`config.mk`:
```
export PLATFORM = sky130hd
export DESIGN_NAME = allocation_bitmap
export DESIGN_NICKNAME = d
export VERILOG_FILES = /design/src/rtl/ab_pkg.sv /design/src/rtl/ab_ram.sv /design/src/rtl/allocation_bitmap.sv
export SDC_FILE = /design/constraint.sdc
export NUM_CORES = 1
export LEC_CHECK = 0
export ABC_CLOCK_PERIOD_IN_PS = 11800
export BUFFER_PORTS_ARGS = -buffer_cell sky130_fd_sc_hd__buf_2
export CORE_MARGIN = 1
export CORE_UTILIZATION = 50
export CTS_BUF_LIST = sky130_fd_sc_hd__clkbuf_8 sky130_fd_sc_hd__clkbuf_16
export DETAILED_ROUTE_END_ITERATION = 6
export PLACE_DENSITY = 0.66
export SETUP_SLACK_MARGIN = 0.1
export SLEW_MARGIN = 20
export SYNTH_ARGS = -nofsm -noshare
export SYNTH_HDL_FRONTEND = slang
export SYNTH_SLANG_ARGS = --single-unit
```
`constraint.sdc`:
```
create_clock -name clk -period 11.8 [get_ports clk]
set_clock_uncertainty 0.2 [all_clocks]
set_input_delay 0.59 -clock clk [delete_from_list [all_inputs] [get_ports clk]]
set_output_delay 0.59 -clock clk [all_outputs]
set_load 0.02 [all_outputs]
```
`src/rtl/ab_pkg.sv`:
```
// ----------------------------------------------------------------------------
// ab_pkg - allocation bitmap shared definitions
// Operation codes, request and result layouts and register constants.
// ----------------------------------------------------------------------------
package ab_pkg;

	// operation codes carried in the request
	localparam logic [1:0] OP_WRITE_BIT = 2'd0;
	localparam logic [1:0] OP_TEST_BIT  = 2'd1;
	localparam logic [1:0] OP_FILL      = 2'd2;
	localparam logic [1:0] OP_FIND_ZERO = 2'd3;

	// field widths
	localparam int unsigned OP_W    = 2;
	localparam int unsigned INDEX_W = 10;
	localparam int unsigned CFG_W   = 11;

	// register map, one register at byte offset 0
	localparam int unsigned  PADDR_W         = 3;
	localparam logic [0:0]   REG_BITS_IN_USE = 1'b0;
	localparam logic [10:0]  BITS_IN_USE_RST = 11'd1024;

	// request layout, last field in the lowest bits
	typedef struct packed {
		logic               bit_value;
		logic [INDEX_W-1:0] bit_index;
		logic [OP_W-1:0]    op;
	} cmd_t;

	// result layout, last field in the lowest bits
	typedef struct packed {
		logic               none_free;
		logic [INDEX_W-1:0] free_index;
		logic               tested_bit;
	} result_t;

	localparam int unsigned CMD_PAD = 16 - $bits(cmd_t);
	localparam int unsigned RES_PAD = 16 - $bits(result_t);

endpackage

```
`src/rtl/ab_ram.sv`:
```
// ----------------------------------------------------------------------------
// ab_ram - generic single-port-write, single-port-read RAM
// One write and one registered read per cycle, no reset on the contents.
// ----------------------------------------------------------------------------
module ab_ram #(
	parameter int unsigned WIDTH = 32,
	parameter int unsigned DEPTH = 32
) (
	input  logic                                clk,
	input  logic                                we,
	input  logic [(DEPTH > 1 ? $clog2(DEPTH) : 1)-1:0] waddr,
	input  logic [WIDTH-1:0]                    wdata,
	input  logic                                re,
	input  logic [(DEPTH > 1 ? $clog2(DEPTH) : 1)-1:0] raddr,
	output logic [WIDTH-1:0]                    rdata
);

	logic [WIDTH-1:0] mem [DEPTH];

	// write port
	always_ff @(posedge clk) begin
		if (we) begin
			mem[waddr] <= wdata;
		end
	end

	// registered read port
	always_ff @(posedge clk) begin
		if (re) begin
			rdata <= mem[raddr];
		end
	end

endmodule

```
`src/rtl/allocation_bitmap.sv`:
```
// ----------------------------------------------------------------------------
// allocation_bitmap - allocation bitmap with find-first-zero search
// Bits live in a word RAM; every request is handled by a read-modify-write
// engine that walks the words one per cycle.
// ----------------------------------------------------------------------------
// Usage
//   s_* stream takes one request per item: op, bit_index, bit_value.
//   m_* stream gives exactly one result per request: tested_bit, free_index,
//   none_free. Results come out in request order.
//   APB port holds bits_in_use at offset 0; write it only while idle.
// Timing
//   write_bit and test_bit touch at most the one word that holds bit_index.
//   fill and find_first_zero walk the words up to bits_in_use (at most
//   MAX_BITS); the search stops at the first word with a free bit. The word
//   RAM gives one read and one write per cycle, so the walk advances one
//   word per cycle.
//   One request is worked on at a time; the next one is taken while the
//   previous result still waits in the output register.
// Reset
//   all bits read as zero after reset (per-word valid flags), bits_in_use
//   returns to 1024. A stalled receiver holds the result and, once the
//   following request is done, holds off further requests.
//   WORD_BITS must be a power of two.
// ----------------------------------------------------------------------------
module allocation_bitmap import ab_pkg::*; #(
	parameter int unsigned MAX_BITS  = 1024,
	parameter int unsigned WORD_BITS = 32
) (
	input  logic               clk,
	input  logic               arst_n,
	// request: [1:0] op, [11:2] bit_index, [12] bit_value, [15:13] zero
	input  logic               s_tvalid,
	output logic               s_tready,
	input  logic [15:0]        s_tdata,
	// result: [0] tested_bit, [10:1] free_index, [11] none_free, [15:12] zero
	output logic               m_tvalid,
	input  logic               m_tready,
	output logic [15:0]        m_tdata,
	// configuration
	input  logic               psel,
	input  logic               penable,
	input  logic               pwrite,
	input  logic [PADDR_W-1:0] paddr,
	input  logic [31:0]        pwdata,
	output logic [31:0]        prdata,
	output logic               pready
);

	localparam int unsigned WORD_COUNT = (MAX_BITS + WORD_BITS - 1) / WORD_BITS;
	localparam int unsigned AW = (WORD_COUNT > 1) ? $clog2(WORD_COUNT) : 1;
	localparam int unsigned OW = $clog2(WORD_BITS);
	localparam int unsigned BW0 = $clog2(WORD_COUNT * WORD_BITS + 1);
	localparam int unsigned BW = (BW0 > CFG_W) ? BW0 : CFG_W;

	localparam logic [1:0] ST_IDLE = 2'd0;
	localparam logic [1:0] ST_RUN  = 2'd1;
	localparam logic [1:0] ST_DONE = 2'd2;

	logic [1:0]           state_q;
	logic [CFG_W-1:0]     bits_in_use_q;
	logic [OP_W-1:0]      op_q;
	logic [INDEX_W-1:0]   idx_q;
	logic                 val_q;
	logic [BW-1:0]        lim_q;
	logic [AW-1:0]        iss_word_q;
	logic [BW-1:0]        iss_base_q;
	logic                 iss_stop_q;
	logic                 rd_v_s1;
	logic [AW-1:0]        word_s1;
	logic [BW-1:0]        base_s1;
	logic                 res_tested_q;
	logic [BW-1:0]        res_free_q;
	logic                 res_none_q;
	logic                 m_tvalid_q;
	result_t              m_res_q;
	logic [WORD_COUNT-1:0] valid_q;

	cmd_t                 cmd;
	logic                 accept;
	logic                 single;
	logic [BW-1:0]        cfg_ext;
	logic [BW-1:0]        lim_now;
	logic                 iss_more;
	logic                 iss_en;
	logic [WORD_BITS-1:0] rdata;
	logic [WORD_BITS-1:0] word_cur;
	logic [WORD_BITS-1:0] word_new;
	logic [WORD_BITS-1:0] use_mask;
	logic [WORD_BITS-1:0] zero_map;
	logic [BW-1:0]        rem;
	logic [OW-1:0]        bit_pos;
	logic [OW-1:0]        zero_pos;
	logic [OW-1:0]        zero_off;
	logic                 zero_hit;
	logic                 found;
	logic                 ram_we;
	logic                 finish;
	logic                 load;
	logic                 cfg_wr;

	// configuration register
	assign pready = 1'b1;
	assign cfg_wr = psel && penable && pwrite && (paddr[2:2] == REG_BITS_IN_USE);
	assign prdata = (paddr[2:2] == REG_BITS_IN_USE) ?
		{{(32 - CFG_W){1'b0}}, bits_in_use_q} : 32'd0;

	always_ff @(posedge clk or negedge arst_n) begin
		if (!arst_n) begin
			bits_in_use_q <= BITS_IN_USE_RST;
		end else if (cfg_wr) begin
			bits_in_use_q <= pwdata[CFG_W-1:0];
		end
	end

	// request decode and bound
	assign cmd      = s_tdata[$bits(cmd_t)-1:0];
	assign s_tready = (state_q == ST_IDLE);
	assign accept   = s_tvalid && s_tready;
	assign single   = (cmd.op == OP_WRITE_BIT) || (cmd.op == OP_TEST_BIT);
	assign cfg_ext  = BW'(bits_in_use_q);
	assign lim_now  = (cfg_ext > BW'(MAX_BITS)) ? BW'(MAX_BITS) : cfg_ext;

	// read issue
	assign iss_more = !iss_stop_q && (iss_base_q < lim_q);
	assign iss_en   = (state_q == ST_RUN) && iss_more;

	ab_ram #(
		.WIDTH (WORD_BITS),
		.DEPTH (WORD_COUNT)
	) u_ram (
		.clk   (clk),
		.we    (ram_we),
		.waddr (word_s1),
		.wdata (word_new),
		.re    (iss_en),
		.raddr (iss_word_q),
		.rdata (rdata)
	);

	// word seen by the data stage, unwritten words read as zero
	assign word_cur = valid_q[word_s1] ? rdata : '0;
	assign rem      = lim_q - base_s1;
	assign bit_pos  = ~idx_q[OW-1:0];

	// in-use bits of the current word, lowest index at the msb
	always_comb begin
		for (int p = 0; p < WORD_BITS; p++) begin
			use_mask[p] = (BW'(WORD_BITS - 1 - p) < rem);
		end
	end

	assign zero_map = ~word_cur & use_mask;

	// leading free bit, highest position wins
	always_comb begin
		zero_hit = 1'b0;
		zero_pos = '0;
		for (int p = 0; p < WORD_BITS; p++) begin
			if (zero_map[p]) begin
				zero_hit = 1'b1;
				zero_pos = OW'(p);
			end
		end
	end

	// offset of the free bit from the start of its word
	assign zero_off = ~zero_pos;

	// modified word for write_bit and fill
	always_comb begin
		word_new = word_cur;
		case (op_q)
			OP_WRITE_BIT: word_new[bit_pos] = val_q;
			OP_FILL:      word_new = (word_cur & ~use_mask) | (val_q ? use_mask : '0);
			default:      word_new = word_cur;
		endcase
	end

	assign ram_we = (state_q == ST_RUN) && rd_v_s1 &&
		((op_q == OP_WRITE_BIT) || (op_q == OP_FILL));
	assign found  = (state_q == ST_RUN) && rd_v_s1 && (op_q == OP_FIND_ZERO) && zero_hit;
	assign finish = (state_q == ST_RUN) && (found || (!rd_v_s1 && !iss_more));
	assign load   = (state_q == ST_DONE) && (!m_tvalid_q || m_tready);

	// control sequence
	always_ff @(posedge clk or negedge arst_n) begin
		if (!arst_n) begin
			state_q <= ST_IDLE;
			rd_v_s1 <= 1'b0;
			valid_q <= '0;
		end else begin
			rd_v_s1 <= iss_en;
			if (ram_we) begin
				valid_q[word_s1] <= 1'b1;
			end
			unique case (state_q)
				ST_IDLE: if (accept) state_q <= ST_RUN;
				ST_RUN:  if (finish) state_q <= ST_DONE;
				ST_DONE: if (load) state_q <= ST_IDLE;
				default: state_q <= ST_IDLE;
			endcase
		end
	end

	// request registers, walk counters and result accumulation
	always_ff @(posedge clk) begin
		if (accept) begin
			op_q         <= cmd.op;
			idx_q        <= cmd.bit_index;
			val_q        <= cmd.bit_value;
			lim_q        <= lim_now;
			iss_word_q   <= single ? AW'(cmd.bit_index >> OW) : '0;
			iss_base_q   <= single ? (BW'(cmd.bit_index) & ~BW'(WORD_BITS - 1)) : '0;
			iss_stop_q   <= single && (BW'(cmd.bit_index) >= lim_now);
			res_tested_q <= 1'b0;
			res_free_q   <= '0;
			res_none_q   <= (cmd.op == OP_FIND_ZERO);
		end else begin
			if (iss_en) begin
				iss_word_q <= iss_word_q + AW'(1);
				iss_base_q <= iss_base_q + BW'(WORD_BITS);
				if ((op_q == OP_WRITE_BIT) || (op_q == OP_TEST_BIT)) begin
					iss_stop_q <= 1'b1;
				end
			end
			if ((state_q == ST_RUN) && rd_v_s1 && (op_q == OP_TEST_BIT)) begin
				res_tested_q <= word_cur[bit_pos];
			end
			if (found) begin
				res_free_q <= base_s1 + BW'(zero_off);
				res_none_q <= 1'b0;
			end
		end
		word_s1 <= iss_word_q;
		base_s1 <= iss_base_q;
	end

	// output register
	always_ff @(posedge clk or negedge arst_n) begin
		if (!arst_n) begin
			m_tvalid_q <= 1'b0;
		end else if (load) begin
			m_tvalid_q <= 1'b1;
		end else if (m_tready) begin
			m_tvalid_q <= 1'b0;
		end
	end

	always_ff @(posedge clk) begin
		if (load) begin
			m_res_q.tested_bit <= res_tested_q;
			m_res_q.free_index <= res_free_q[INDEX_W-1:0];
			m_res_q.none_free  <= res_none_q;
		end
	end

	assign m_tvalid = m_tvalid_q;
	assign m_tdata  = {{RES_PAD{1'b0}}, m_res_q};

	// data stage is empty whenever a request can be taken
	assert property (@(posedge clk) disable iff (!arst_n)
		(state_q == ST_IDLE) |-> !rd_v_s1)
		else $error("read in flight while idle");

	// writes stay inside the word store
	assert property (@(posedge clk) disable iff (!arst_n)
		ram_we |-> (32'(word_s1) < WORD_COUNT))
		else $error("write beyond word store");

	// a reported free bit lies inside the bits in use
	assert property (@(posedge clk) disable iff (!arst_n)
		(load && (op_q == OP_FIND_ZERO) && !res_none_q) |-> (res_free_q < lim_q))
		else $error("free index beyond bits in use");

	// an accepted request always starts the walk
	assert property (@(posedge clk) disable iff (!arst_n)
		accept |=> (state_q == ST_RUN))
		else $error("accepted request not started");

endmodule
```
Yosys cells after proc, flatten, opt, wreduce, memory -nomap -nowiden

Memory sizes are Yosys's and may differ from the RTL's. A register that Yosys moved wholly into a read port is not among the register bits.
Cells that the tools add are included.

Muxes and demuxes: 96
Equality and inequality tests: 10
Add/sub/neg operators: 4
Bitwise operators: 9
Reductions and logical operators: 35
Magnitude comparators: 39

Operators by type and width:

| cell                                                | number |
|---|---|
| < comparator 5 x 11 -> 1 bit (first input constant) | 16 |
| 2-to-1 mux 5 bit                                    | 32 |
| < comparator 4 x 11 -> 1 bit (first input constant) | 8 |
| AND 32 bit                                          | 2 |
| 2-to-1 mux 32 bit                                   | 2 |
| NOT 32 bit                                          | 2 |
| OR 32 bit                                           | 2 |
| case mux 32 bit (2 select lines)                    | 1 |
| 2-to-1 mux 1 bit                                    | 46 |
| < comparator 3 x 11 -> 1 bit (first input constant) | 4 |
| 2-to-1 mux 11 bit                                   | 4 |
| bitwise mux 32 bit                                  | 1 |
| < comparator 1 x 11 -> 1 bit (first input constant) | 2 |
| < comparator 2 x 11 -> 1 bit (first input constant) | 2 |
| logical AND 1 bit                                   | 17 |
| < comparator 5 x 6 -> 1 bit (second input constant) | 2 |
| adder 11 x 6 -> 11 bit (second input constant)      | 1 |
| greater-or-equal comparator 10 x 11 -> 1 bit        | 1 |
| > comparator 11 bit (second input constant)         | 1 |
| < comparator 11 bit                                 | 1 |
| subtractor 11 bit                                   | 1 |
| adder 10 x 5 -> 10 bit                              | 1 |
| binary-select mux 1 bit (select 5 bit)              | 2 |
| demux 1 bit (select 5 bit)                          | 2 |
| 17 further kinds                                    | 40 |

Memories kept: 1
Output and inout port bits: 51
Bits in registers: 123
Bits in writable memories: 1024
Bits of input ports: 58
Word-level logic and storage cells: 214

Memory list:

| memory    | depth | width | rd ports | clocked after memory_dff | write ports | RTL line     | text |
|---|---|---|---|---|---|---|---|
| u_ram.mem | 32    | 32    | 1        | 1                        | 1           | ab_ram.sv:18 | `logic [WIDTH-1:0] mem [DEPTH];` |

Longest topological paths before layout

Gate-level depths: netlist of the first run.

Depth in word-level cells: 42
Depth in mapped cells: 15
Gate-level depth less buffers: 12

By module

From an unflattened synthesis of the first run, not the netlist that was laid out.

Cell total of the unflattened synthesis: 3074
Area total of the unflattened synthesis: 48242.5 µm²

By module, submodules not included:

| module            | sequential area each (µm²) | cells an instance | area an instance (µm²) | instances |
|---|---|---|---|---|
| ab_ram            | 31710.4                    | 2260              | 40807.9                | 1 |
| allocation_bitmap | 2939.1                     | 814               | 7434.6                 | 1 |

Worst setup path after synthesis of the first run

No wires, ideal clock.

Kind: reg-to-reg
Start: register lim_q[2]
End: register iss_base_q[10] (enable)
Cell stages (with the launch flop): 12
Setup time: 358 ps
Arrival time: 7808 ps
Clock period less this slack: 8366 ps
Data required time: 11242 ps
Path buffers: 1
Slack: 3434 ps
Cells stage by stage: edfxtp_1 > clkbuf_1 > nor3_1 > a31o_2 > a21o_1 > a21oi_1 > nor2b_1 > o21ai_0 > nand2b_1 > a2111oi_0 > inv_1 > nand2_1

Word-level cells in the longest chain between the ends: 4

RTL lines:

| item                         | RTL line                 | text |
|---|---|---|
| start, declared              | allocation_bitmap.sv:64  | `logic [BW-1:0] lim_q;` |
| start signal, assigned       | allocation_bitmap.sv:211 | `lim_q <= lim_now;` |
| < comparator 11 bit          | allocation_bitmap.sv:124 | `assign iss_more = !iss_stop_q && (iss_base_q < lim_q);` |
| logical AND 1 bit            | allocation_bitmap.sv:124 |  |
| logical AND 1 bit            | allocation_bitmap.sv:125 | `assign iss_en = (state_q == ST_RUN) && iss_more;` |
| net iss_en                   | allocation_bitmap.sv:84  | `logic iss_en;` |
| nonzero test 2 bit (no line) | n/a                      |  |
| end signal, assigned         | allocation_bitmap.sv:213 | `iss_base_q <= single ? (BW'(cmd.bit_index) & ~BW'(WORD_BITS - 1)) : '0;` |
| end signal, assigned         | allocation_bitmap.sv:221 | `iss_base_q <= iss_base_q + BW'(WORD_BITS);` |
| end, declared                | allocation_bitmap.sv:66  | `logic [BW-1:0] iss_base_q;` |

The timed path passes the listed nets, and every way through them passes these cells.
A chain may end at the register's enable or synchronous reset.

Final worst setup path of the first run

Start: register word_s1[0]
End: register res_free_q[5]

Word-level cells in the longest chain between the ends: 38
Elaborated cells on any way between the ends: 71
Those cells by class: add/sub (1); mux (66); bitwise (3); reduce/logical (1)

RTL lines:

| item                                                                       | RTL line                                           | text |
|---|---|---|
| start, declared                                                            | allocation_bitmap.sv:69                            | `logic [AW-1:0] word_s1;` |
| start signal, assigned                                                     | allocation_bitmap.sv:234                           | `word_s1 <= iss_word_q;` |
| binary-select mux 1 bit (select 5 bit) (*)                                 | allocation_bitmap.sv:141                           | `assign word_cur = valid_q[word_s1] ? rdata : '0;` |
| 2-to-1 mux 1 bit (not written as such) (*)                                 | allocation_bitmap.sv:141                           |  |
| 2-to-1 mux 32 bit (*)                                                      | allocation_bitmap.sv:141                           |  |
| NOT 32 bit (*)                                                             | allocation_bitmap.sv:152                           | `assign zero_map = ~word_cur & use_mask;` |
| AND 32 bit (*)                                                             | allocation_bitmap.sv:152                           |  |
| 2-to-1 mux 1 bit                                                           | allocation_bitmap.sv:159                           | `if (zero_map[p]) begin` |
| 2-to-1 mux 2 bit / 2-to-1 mux 1 bit (equally long branches)                | allocation_bitmap.sv:159                           |  |
| 2-to-1 mux 5 bit / 2-to-1 mux 1 bit (equally long branches) (29 in series) | allocation_bitmap.sv:159                           |  |
| NOT 5 bit / 2-to-1 mux 1 bit (equally long branches)                       | allocation_bitmap.sv:167, allocation_bitmap.sv:159 |  |
| adder 10 x 5 -> 10 bit / logical AND 1 bit (equally long branches)         | allocation_bitmap.sv:230, allocation_bitmap.sv:181 |  |
| end signal, assigned                                                       | allocation_bitmap.sv:230                           | `res_free_q <= base_s1 + BW'(zero_off);` |
| end, declared                                                              | allocation_bitmap.sv:72                            | `logic [BW-1:0] res_free_q;` |

Mark *: on every way between the ends. The rest lies on a longest branch, timed or not. The select of a mux whose other input is x is not followed.

==> flow_metrics.env, run 1 <==
export IMPL_hold_depth=3
export IMPL_final_cell_area_um2=53500
export IMPL_place_ws_ns=6.85
export IMPL_synth_top_family_by_area="multiplexers"
export IMPL_start_util=0.506
export IMPL_hold_violations=0
export IMPL_hpwl_um=62400
export IMPL_reg2reg_depth=11
export IMPL_grt_start_max_net_pins=109
export IMPL_ys_seq_area_frac=0.733
export IMPL_maxSlewHeadroom=0.268
export IMPL_dpl_cell_area_um2=49500
export IMPL_hold_class="input port to flop"
export IMPL_crit_path_start="word_s1[0]$_DFF_P_"
export IMPL_synthAdderAreaFrac=0.00630
export IMPL_ant_nets=0
export IMPL_antenna_found_initial=2
export IMPL_routed_top_layer="met4"
export IMPL_path_clk_slew_ns=0.06
export IMPL_wl_met2_um=56400
export IMPL_cts_tree="done"
export IMPL_synth_main_ff_cell="edfxtp_1"
export IMPL_end_kind="flop"
export IMPL_power_total_mw=11.4
export IMPL_period_needed_ns=5.03
export IMPL_worstSetupPathType="flop to flop"
export IMPL_wl_met1_um=48500
export IMPL_avgSynthCellArea_um2=20.2
export IMPL_synth_seq_cells=1169
export IMPL_clock_fmax_ghz=0.199
export IMPL_grtUsageTotal=0.247
export IMPL_io_buffers=56
export IMPL_r2r_setup_slack_ns=6.77
export IMPL_grt_pass1_wl_um=167000
export IMPL_cts_buffer_depth=3
export IMPL_postCtsResizedCells=0
export IMPL_syn_instance_count=2340
export IMPL_ir_drop_mv=0.186
export IMPL_startpoint_type="flop"
export IMPL_fp_dieH_um=309
export IMPL_die_area_um2=95800
export IMPL_first_global_vias=23500
export IMPL_status="completed"
export IMPL_first_iter_violations=3024
export IMPL_cts_root_buf="clkbuf_16"
export IMPL_leakagePower_nw=17.6
export IMPL_crit_fanout=58
export IMPL_cts_num_sinks=1169
export IMPL_yosys_cell_types_count=77
export IMPL_num_antenna_cells=0
export IMPL_vias_per_cell=6.23
export IMPL_min_period_over_period=0.426
export IMPL_tns_ns=0
export IMPL_drive_above_1_share=0.299
export IMPL_rsz0062_at_grt="false"
export IMPL_die_x_um=309
export IMPL_areaGrowthSynthToFinish_pct=13.2
export IMPL_num_vias=23800
export IMPL_clk_latency_ns=0.70
export IMPL_synth_edf_count=1100
export IMPL_drtPass1Iterations=5
export IMPL_final_cell_mix="edfxtp_1, mux4_2, clkbuf_16, inv_1, nand2_1"
export IMPL_numCtsBuffers=114
export IMPL_h_tree_depth=3
export IMPL_io_pins=109
export IMPL_reg2reg_from="word_s1[0]$_DFF_P_"
export IMPL_layout_nets=2552
export IMPL_met3_length_um=8890
export IMPL_synth_xor_area_frac=0.00167
export IMPL_synthSimpleGateAreaFrac=0.0351
export IMPL_core_um2=93500
export IMPL_crit_end="res_free_q[5]$_SDFFE_PP0P_"
export IMPL_synth_cell_area_um2=47300
export IMPL_power_density_nw_per_um2=213
export IMPL_worstMarginPinSlew_ns=1.10
export IMPL_yosysWarnings=0
export IMPL_rr_endpoint="res_free_q[5]$_SDFFE_PP0P_"
export IMPL_drc=0
export IMPL_setup_slack_ns=6.77
export IMPL_drv_cap=0
export IMPL_drt_total_wl_um=117000
export IMPL_nFillCells=6842
export IMPL_synth_compound_area_share=0.0335
export IMPL_worstPathArrival_ns=5.39
export IMPL_gp_congestion=0.968
export IMPL_wl_per_cell_um=30.6
export IMPL_rows=112
export IMPL_async_reset_ff_frac=0.0402
export IMPL_slew_viol_final=0
export IMPL_setup_viol=0
export IMPL_synthMuxAreaShare=0.172
export IMPL_final_common_cell="edfxtp_1"
export IMPL_grt_ovfl_total=0
export IMPL_required_ns=12.16
logic make-up (layout without fill, tap and decap cells):
| logic type | after synthesis | after routing |
|---|---|---|
| flip-flops | 1169 | 1169 |
| AND/OR/NAND/NOR | 321 | 321 |
| multiplexers | 398 | 398 |
| adder cells (fa/ha/maj) | 24 | 24 |
| XOR/XNOR | 9 | 9 |
| other | 2 | 26 |
| AO/OA/AOI/OAI | 230 | 230 |
| buffers and inverters | 187 | 389 |
critical path: stages (launching register included):
cell       delay (ns)
dfxtp_1          0.99
mux2i_1          0.18
or4b_1           0.49
a31o_1           0.23
nand4_2          0.07
buf_4            0.53
a21oi_1          0.31
a2111oi_4        0.42
nand4_2          0.23
o311ai_4         0.82
mux2i_1          0.27
nor2_1           0.06
worst min path at each step:
stage                                  start                           end  slack, ns
floorplan                             arst_n  bits_in_use_q[0]$_DFFE_PN0P_       0.09
global placement    res_none_q$_SDFFCE_PN0P_         m_tdata[11]$_DFFE_PP_       0.20
detailed placement  res_none_q$_SDFFCE_PN0P_         m_tdata[11]$_DFFE_PP_       0.21
CTS                               s_tdata[8]       iss_word_q[1]$_DFFE_PP_       0.06
global route                      s_tdata[8]       iss_word_q[1]$_DFFE_PP_       0.09
finish                            s_tdata[8]       iss_word_q[1]$_DFFE_PP_        0.1
per-layer routing:
layer | vias up | track usage
li1 | 9904 | -
met1 | 12700 | 0.357
met2 | 1007 | 0.389
met3 | 163 | 0.0411
met4 | 0 | 0.0766
met5 | - | 0
sequential cells by signal (all words and copies together), names as in the netlist, 2 cells and up:
name and cells:
word_s1 5, iss_word_q 5, state_q 2, res_free_q 10, u_ram.mem 1024, m_tdata 12, u_ram.rdata 32, valid_q 32
bits_in_use_q 11, iss_base_q 6, lim_q 11, op_q 2, idx_q 5, base_s1 6
cell type report:
type / instances / area (um^2) / share of cell area
sequential: 1169 / 34600 / 0.648
multi-input combinational: 1008 / 12500 / 0.233
clock buffer: 122 / 3000 / 0.0560
tap: 1254 / 1570 / 0.0293
timing repair buffer: 144 / 1080 / 0.0202
clock inverter: 89 / 587 / 0.0110
inverter: 34 / 128 / 0.00239
report_power, final:
part           internal, mW  total, mW  switching (mW)
Combinational          1.35       2.89            1.54
Clock                  1.95       3.46            1.51
Sequential             4.89       5.06           0.165
Total                  8.20       11.4            3.21
synthesized netlist by cell type (all sizes together) (7+ instances only):
| master | number | area share |
|---|---|---|
| nor3 | 10 | 0.0012 |
| nor2 | 83 | 0.0066 |
| nand3 | 22 | 0.0023 |
| buf | 67 | 0.0082 |
| mux2 | 50 | 0.012 |
| dfxtp | 22 | 0.0093 |
| a21o | 12 | 0.0019 |
| or2 | 37 | 0.0049 |
| a21oi | 56 | 0.0059 |
| o21ai | 38 | 0.0040 |
| edfxtp | 1100 | 0.70 |
| clkbuf | 86 | 0.0068 |
| ha | 23 | 0.0061 |
| a22oi | 12 | 0.0019 |
| nor2b | 20 | 0.0026 |
| o21a | 7 | 0.0011 |
| or3 | 9 | 0.0012 |
| nand2b | 31 | 0.0041 |
| o221ai | 8 | 0.0015 |
| nand2 | 69 | 0.0055 |
| inv | 33 | 0.0026 |
| a31oi | 10 | 0.0013 |
| a211oi | 7 | 0.0013 |
| o211ai | 19 | 0.0030 |
| o31ai | 16 | 0.0025 |
| dfrtp | 46 | 0.024 |
| and2 | 8 | 0.0011 |
| mux4 | 328 | 0.16 |
| mux2i | 20 | 0.0042 |
metrics by stage:
step / utilization / instances / hold slack [ns]
3_3_place_gp: 0.529 / 3578 / 0.202
4_1_cts: 0.570 / 3811 / 0.0554
6_report: 0.572 / 3820 / 0.0965
5_1_grt: 0.572 / 3820 / 0.0880
3_5_place_dp: 0.529 / 3579 / 0.210
2_1_floorplan: - / 2364 / 0.0944
repair_timing:
action,in CTS,in global routing
hold buffers,21,0
hold endpoints to repair,66,0
buffers inserted,0,0
No activity file was read; power rests on OpenSTA's default activity.
==> run 2, diff against run 1 <==
- ABC_CLOCK_PERIOD_IN_PS: 11800 -> 4700
- clock period: 11.8 -> 4.7 ns (I/O delays scaled with it)
==> flow_metrics.env, run 2 (synthesized netlist as in run 1, its figures left out) <==
export IMPL_num_antenna_cells=0
export IMPL_post_cts_setup_buffers=0
export IMPL_tns_ns=0
export IMPL_vias_per_cell=6.17
export IMPL_multiInputGateArea_um2=12400
export IMPL_internal_power_mw=21.2
export IMPL_grt_pass1_wl_um=173000
export IMPL_status="completed"
export IMPL_instances_no_fill=3882
export IMPL_rows=112
export IMPL_first_global_vias=24200
export IMPL_areaGrowthSynthToFinish_pct=15.2
export IMPL_io_buffers=56
export IMPL_r2r_setup_slack_ns=0.69
export IMPL_grt_ovfl_total=0
export IMPL_cts_num_sinks=1169
export IMPL_end_kind="flop"
export IMPL_nFillCells=6725
export IMPL_seqPwrFrac=0.431
export IMPL_grtUsageTotal=0.256
export IMPL_setup_viol=0
export IMPL_largest_reg_flops=1024
export IMPL_startpoint_type="flop"
export IMPL_start_util=0.506
export IMPL_regMostFlops="u_ram.mem"
export IMPL_use_met1=0.360
export IMPL_drc=0
export IMPL_antenna_found_initial=2
export IMPL_period_needed_ns=4.01
export IMPL_hold_violations=0
export IMPL_rsz0062_at_grt="false"
export IMPL_final_cell_area_um2=54500
export IMPL_dpl_cell_area_um2=50200
export IMPL_wl_per_cell_um=30.8
export IMPL_p_switching_mw=8.50
export IMPL_h_tree_depth=3
export IMPL_path_clk_slew_ns=0.06
export IMPL_die_area_um2=95800
export IMPL_setup_slack_ns=0.686
export IMPL_clock_fmax_ghz=0.249
export IMPL_top_usage_layer="met2"
export IMPL_place_ws_ns=0.741
export IMPL_dp_cells=3634
export IMPL_crit_fanout=49
export IMPL_numCtsBuffers=114
export IMPL_use_met2=0.418
export IMPL_drv_cap=0
export IMPL_grt_use_met3=0.0350
export IMPL_worstSetupPathType="flop to flop"
export IMPL_final_cell_mix="edfxtp_1, mux4_2, clkbuf_16, buf_4, nand2_1"
export IMPL_maxSlewHeadroom=0.242
export IMPL_fp_dieH_um=309
export IMPL_p_comb_frac=0.259
export IMPL_layout_nets=2612
export IMPL_num_vias=24000
export IMPL_reg2reg_depth=13
export IMPL_worstPathArrival_ns=4.36
export IMPL_gp_congestion=0.890
export IMPL_drive_above_1_share=0.322
export IMPL_hold_class="input port to async pin"
export IMPL_slew_viol_final=0
export IMPL_first_iter_violations=2891
export IMPL_core_um2=93500
export IMPL_swShare=0.286
export IMPL_final_common_cell="edfxtp_1"
export IMPL_seq_area_um2=34600
export IMPL_cts_tree="done"
export IMPL_clk_latency_ns=0.71
export IMPL_worstMarginPinSlew_ns=1.14
export IMPL_required_ns=5.04
export IMPL_grt_start_max_net_pins=95
export IMPL_ir_drop_mv=0.327
export IMPL_drt_total_wl_um=120000
export IMPL_clkPwrFrac=0.311
export IMPL_power_density_nw_per_um2=546
export IMPL_drtPass1Iterations=5
export IMPL_hpwl_um=70000
export IMPL_die_x_um=309
export IMPL_cts_buffer_depth=3
export IMPL_cts_root_buf="clkbuf_16"
export IMPL_io_pins=109
export IMPL_ant_nets=0
export IMPL_min_period_over_period=0.854
export IMPL_leakagePower_nw=18.0
export IMPL_top_regs="u_ram.mem x1024, u_ram.rdata x32, valid_q x32"
run 2: metrics by stage:
step / utilization / total power, mW / hold slack [ns]
4_1_cts: 0.581 / 29.9 / 0.0330
3_3_place_gp: 0.537 / 20.6 / 0.216
2_1_floorplan: - / 18.0 / -0.261
6_report: 0.583 / 29.7 / 0.0412
5_1_grt: 0.583 / 30.7 / 0.0672
3_5_place_dp: 0.537 / 20.7 / 0.217
run 2: timing repair:
item / in CTS / in global routing
hold endpoints to repair: 81 / 0
hold buffers: 27 / 0
resized for setup: 0 / 0
run 2: cell type report:
type	instances	share of cell area
clock buffer	123	0.0559
multi-input combinational	1008	0.227
sequential	1169	0.636
tap	1254	0.0288
inverter	34	0.00234
clock inverter	90	0.0147
timing repair buffer	204	0.0348
run 2: per-layer routing:
layer | wire [um] | up-vias
met5 | 0 | -
met4 | 3090 | 0
met3 | 7590 | 168
met2 | 59600 | 980
met1 | 49500 | 12800
li1 | - | 10000
run 2: final timing paths:
path,endpoint,startpoint
min in group clk,op_q[0]$_DFFE_PP_,s_tdata[0]
worst max-delay path,res_free_q[9]$_SDFFE_PP0P_,word_s1[0]$_DFF_P_
max in group asynchronous,valid_q[6]$_DFFE_PN0P_,arst_n
worst min register to register,m_tdata[4]$_DFFE_PP_,res_free_q[3]$_SDFFE_PP0P_
worst min-delay path,m_tvalid$_DFFE_PN0P_,arst_n
worst max register to register,res_free_q[9]$_SDFFE_PP0P_,word_s1[0]$_DFF_P_
run 2: power groups by stage:
stage	clock (mW)	combinational (mW)	sequential, mW
floorplan	0	5.33	12.7
global placement	0	7.53	13.0
detailed placement	0	7.64	13.0
CTS	9.35	7.70	12.8
global route	9.75	8.16	12.8
finish	9.23	7.69	12.8
run 2: worst max-delay path: stages (launching register included):
cell and delay (ns):
dfxtp_1 0.65, buf_4 0.30, mux2i_1 0.10, o32ai_1 0.28
o21ai_0 0.15, nand4_2 0.16, buf_12 0.25, a31o_2 0.23
nor3b_1 0.45, nand4_2 0.20, o311ai_4 0.28, buf_4 0.29
mux2i_1 0.23, nor2_1 0.07
